## config.mk

```make
export PLATFORM = sky130hd
export DESIGN_NAME = fbpfa_codec
export DESIGN_NICKNAME = d
export VERILOG_FILES = /design/src/fbpfa_pkg.sv /design/src/fbpfa_codec.sv
export SDC_FILE = /design/constraint.sdc
export NUM_CORES = 1
export LEC_CHECK = 0
export BUFFER_PORTS_ARGS = -buffer_cell sky130_fd_sc_hd__clkbuf_2
export CAP_MARGIN = 20
export CORE_MARGIN = 2
export CORE_UTILIZATION = 34
export DETAILED_ROUTE_END_ITERATION = 8
export PLACE_DENSITY = 0.94
export SLEW_MARGIN = 40
export SYNTH_ARGS = -nofsm -noshare
export SYNTH_HDL_FRONTEND = slang
export SYNTH_SLANG_ARGS = --single-unit
```

## constraint.sdc

```tcl
create_clock -name vclk -period 6.6
set_input_delay 1.98 -clock vclk [all_inputs]
set_output_delay 1.98 -clock vclk [all_outputs]
set_load 0.01 [all_outputs]
```

## src/fbpfa_pkg.sv

```systemverilog
// fbpfa_pkg: shared types and codes for the framebuffer pixel format access block
// no dependencies; used by fbpfa_codec, framebuffer_pixel_format_access and the testbench
`default_nettype none

package fbpfa_pkg;

  // default store bounds
  localparam int MAX_WIDTH_DEF  = 256;
  localparam int MAX_HEIGHT_DEF = 256;

  // configuration port
  localparam int CFG_DATA_W = 9;
  localparam int CFG_IDX_W  = 2;
  localparam logic [CFG_IDX_W-1:0] REG_WIDTH  = 2'd0;
  localparam logic [CFG_IDX_W-1:0] REG_HEIGHT = 2'd1;
  localparam logic [CFG_IDX_W-1:0] REG_FORMAT = 2'd2;

  localparam int DIM_W = 9;
  localparam int FMT_W = 3;

  localparam logic [DIM_W-1:0] WIDTH_RST  = 9'd256;
  localparam logic [DIM_W-1:0] HEIGHT_RST = 9'd256;

  // pixel formats
  localparam logic [FMT_W-1:0] FMT_RGB565   = 3'd0;
  localparam logic [FMT_W-1:0] FMT_RGB888   = 3'd1;
  localparam logic [FMT_W-1:0] FMT_BGR888   = 3'd2;
  localparam logic [FMT_W-1:0] FMT_RGBA8888 = 3'd3;
  localparam logic [FMT_W-1:0] FMT_BGRA8888 = 3'd4;

  // commands
  localparam logic CMD_READ  = 1'b0;
  localparam logic CMD_WRITE = 1'b1;

  // status codes
  localparam logic [1:0] ST_OK       = 2'd0;
  localparam logic [1:0] ST_RANGE    = 2'd1;
  localparam logic [1:0] ST_BAD_FMT  = 2'd2;

  typedef struct packed {
    logic [7:0] red;
    logic [7:0] green;
    logic [7:0] blue;
    logic [7:0] alpha;
  } rgba_t;

  // byte 0 is the lowest address of the pixel
  typedef logic [3:0][7:0] pix_bytes_t;

  // bytes per pixel, zero for formats without conversion
  function automatic logic [2:0] fmt_bytes(input logic [FMT_W-1:0] fmt);
    logic [2:0] n;
    case (fmt)
      FMT_RGB565:                 n = 3'd2;
      FMT_RGB888, FMT_BGR888:     n = 3'd3;
      FMT_RGBA8888, FMT_BGRA8888: n = 3'd4;
      default:                    n = 3'd0;
    endcase
    return n;
  endfunction

endpackage

`default_nettype wire

```

## src/fbpfa_codec.sv

```systemverilog
// fbpfa_codec: packs rgba into the stored byte layout and unpacks it back
// depends on fbpfa_pkg
`default_nettype none

module fbpfa_codec (
  input  wire logic [fbpfa_pkg::FMT_W-1:0] fmt,
  input  wire fbpfa_pkg::rgba_t            wr_pix,
  input  wire fbpfa_pkg::pix_bytes_t       rd_bytes,
  output      fbpfa_pkg::pix_bytes_t       wr_bytes,
  output      fbpfa_pkg::rgba_t            rd_pix
);

  logic [15:0] hw_wr;
  logic [15:0] hw_rd;

  // rgb565 truncates, little-endian halfword
  assign hw_wr = {wr_pix.red[7:3], wr_pix.green[7:2], wr_pix.blue[7:3]};
  assign hw_rd = {rd_bytes[1], rd_bytes[0]};

  always_comb begin
    wr_bytes = '0;
    case (fmt)
      fbpfa_pkg::FMT_RGB565: begin
        wr_bytes[0] = hw_wr[7:0];
        wr_bytes[1] = hw_wr[15:8];
      end
      fbpfa_pkg::FMT_RGB888: begin
        wr_bytes[0] = wr_pix.red;
        wr_bytes[1] = wr_pix.green;
        wr_bytes[2] = wr_pix.blue;
      end
      fbpfa_pkg::FMT_BGR888: begin
        wr_bytes[0] = wr_pix.blue;
        wr_bytes[1] = wr_pix.green;
        wr_bytes[2] = wr_pix.red;
      end
      fbpfa_pkg::FMT_RGBA8888: begin
        wr_bytes[0] = wr_pix.red;
        wr_bytes[1] = wr_pix.green;
        wr_bytes[2] = wr_pix.blue;
        wr_bytes[3] = wr_pix.alpha;
      end
      default: begin
        wr_bytes[0] = wr_pix.blue;
        wr_bytes[1] = wr_pix.green;
        wr_bytes[2] = wr_pix.red;
        wr_bytes[3] = wr_pix.alpha;
      end
    endcase
  end

  always_comb begin
    rd_pix = '0;
    case (fmt)
      fbpfa_pkg::FMT_RGB565: begin
        // plain left shift, no bit replication
        rd_pix.red   = {hw_rd[15:11], 3'b000};
        rd_pix.green = {hw_rd[10:5], 2'b00};
        rd_pix.blue  = {hw_rd[4:0], 3'b000};
      end
      fbpfa_pkg::FMT_RGB888: begin
        rd_pix.red   = rd_bytes[0];
        rd_pix.green = rd_bytes[1];
        rd_pix.blue  = rd_bytes[2];
      end
      fbpfa_pkg::FMT_BGR888: begin
        rd_pix.red   = rd_bytes[2];
        rd_pix.green = rd_bytes[1];
        rd_pix.blue  = rd_bytes[0];
      end
      fbpfa_pkg::FMT_RGBA8888: begin
        rd_pix.red   = rd_bytes[0];
        rd_pix.green = rd_bytes[1];
        rd_pix.blue  = rd_bytes[2];
        rd_pix.alpha = rd_bytes[3];
      end
      default: begin
        rd_pix.red   = rd_bytes[2];
        rd_pix.green = rd_bytes[1];
        rd_pix.blue  = rd_bytes[0];
        rd_pix.alpha = rd_bytes[3];
      end
    endcase
  end

endmodule

`default_nettype wire

```

==> out/summary.txt <==
Drt drc - 0
Worst hold slack - 4.260 ns
Fin Setup TNS - 0 ns
Chip width - 55.08 um
Main combinational cell family by area after synthesis - compound AO/OA/AOI/OAI gates
Vias/cell - 5.446
Syn nets - 169
Post-Route WL - 3646 um
Final Hold Fails - 0
Largest net degree at the start of global routing - 25
Mean Syn Cell Area - 8.697 sq um
Pwr Density - 80.60 nW/um^2
CTS resizes - 0
Die Outline Area - 3034 sq um
Number of library cell types mapped by synthesis - 19
Pins Over Slew Limit - 0
FFs & Latches - 0
Worst Hold Endpoint - rd_pix[0]
Max-Cap Viols - 0
Crit end category - output pin
CP Data Required Time - 4.62 ns
DR WL/cell - 14.53 um
Post-CTS Repair Setup Buffers - 0
Outcome - finished, final reports clean
Layout Area Growth over Synthesis - 70.10%
Hold buffer count at CTS - 0
Die H - 55.08 um
DR iter-0 viols - 18
Worst Hold Class - in -> out
Sequential area share after synthesis - 0%
VDD IR max - 58.39 uV
Drt first pass iters - 4
Hold Crit Start - rd_bytes[24]
Worst Path Max Fanout - 24
Number of clock buffers in the layout - 0
Final Cycle Share - 82.54%
Post-synthesis compound-gate area fraction - 39.92%
Synthesis warning total - 0
Ant. Diodes - 0
# IOs - 131
Share of cells above drive strength 1 - 76.92%
NumNets Final - 290
Hold-critical path depth - 3
Post-Synth Adder-Cell Area - 0%
Initial Util - 35.81%
Overall Global Routing Usage - 21.13%
Slew Limit Headroom - 53.95%
Unrepaired setup endpoints after global routing - false
I/O Buffers - 131
Post-synthesis simple-gate area fraction - 32.58%
Grt total ovfl - 0
HPWL after detailed placement - 3049 um
Setup CP Type - in -> out
FILL cells - 256
Antenna Nets Post-Route - 0
Initial antenna violation count - 0
FP Rows - 18
Cell Area, Synth - 887.1 sq um
Critical path arrival - 3.47 ns
Mux cell area share after synthesis - 17.77%
Slew @ Worst Pin - 0.6907 ns
Fin crit period - 5.448 ns
Finish-stage setup viols - 0
Vias in the first global route - 1146
Static leakage power - 0.0008390 uW
Core Region - 2477 sq um
Final GP Congestion - 0.7755
Via count - 1367
Sequential cell area - 0 sq um
First-pass GRT wire length - 4850 um
Worst Setup Start Kind - input port
Cells after Synth - 102
Post-synthesis xor/xnor area fraction - 0%
Peak Freq - 183.6 MHz
area by class of cell:
| class | instances | area, sq um | area share, % |
|---|---|---|---|
| repair buffers | 132 | 663.1 | 43.95 |
| multi-input cells | 88 | 804.5 | 53.32 |
| well taps | 30 | 37.54 | 2.488 |
| inverters | 1 | 3.754 | 0.2488 |
layout by cell type (no fill, tap or decap), drive strengths merged:
cell,n
o221a,18
clkbuf,131
a21o,1
a21oi,2
nand2b,1
nor2b,5
inv,1
buf,1
a22o,14
and2b,13
nor3,1
or4,18
nor2,1
mux2,14
per-layer routing:
| metal | up-vias | GRT usage, % | part of all wire (%) |
|---|---|---|---|
| met3 | 0 | 1.613 | 7.2 |
| met5 | - | 0 | 0 |
| met4 | 0 | 2.439 | 0 |
| li1 | 676 | - | - |
| met2 | 65 | 42.86 | 54 |
| met1 | 626 | 24.20 | 38 |
worst max path at each step:
stage | from | endpoint | slack, ns | cells after the start
floorplan | fmt[2] | rd_pix[18] | 1.69 | 3
global placement | fmt[2] | wr_bytes[14] | 1.19 | 5
detailed placement | fmt[2] | rd_pix[20] | 1.16 | 5
CTS | fmt[2] | rd_pix[20] | 1.16 | 5
global route | fmt[2] | wr_bytes[11] | 1.0 | 5
finish | fmt[2] | rd_pix[20] | 1.15 | 5
report_power, final:
group	switching, uW	internal [uW]	leakage [uW]
Combinational	60.3	61.3	0.000839
Clock	0	0	0
Sequential	0	0	0
Total	60.3	61.3	0.000839
kinds of logic (layout without fill, tap and decap cells):
family          count (synthesis)  in the layout
mux                            14             14
simple gates                   39             39
buf+inv                        14            133
compound gates                 35             35
cell usage after synthesis:
| cell type | count | area share [%] |
|---|---|---|
| clkbuf_2 | 2 | 1.1 |
| and2b_1 | 11 | 9.3 |
| a22o_1 | 14 | 14 |
| nand2b_1 | 1 | 0.71 |
| nor2_2 | 1 | 0.71 |
| buf_4 | 2 | 1.7 |
| and2b_2 | 2 | 2.0 |
| mux2_2 | 14 | 18 |
| buf_2 | 1 | 0.56 |
| inv_1 | 1 | 0.42 |
| or4_1 | 18 | 15 |
| a21oi_4 | 1 | 1.8 |
| nor3_2 | 1 | 1.1 |
| clkbuf_1 | 5 | 2.1 |
| buf_6 | 3 | 3.8 |
| a21o_1 | 1 | 0.85 |
| nor2b_1 | 5 | 3.5 |
| a21oi_1 | 1 | 0.56 |
| o221a_2 | 18 | 23 |
metrics by stage:
stage	utilization [%]	cell area (sq um)	power, uW	setup slack, ns	std cells
2_1_floorplan	-	887.1	66.83	1.694	102
3_3_place_gp	60.76	1505	120.1	1.194	251
3_5_place_dp	60.76	1505	121.9	1.161	251
4_1_cts	60.76	1505	122.2	1.158	251
5_1_grt	60.91	1509	132.4	0.9980	251
6_report	60.91	1509	121.6	1.152	251
worst max-delay path, cell delays in order:
cell and delay [ns]:
clkbuf_2 0.27, nor3_2 0.47, buf_4 0.27, mux2_2 0.35, clkbuf_2 0.13
Power figures use the tool's default switching activity.
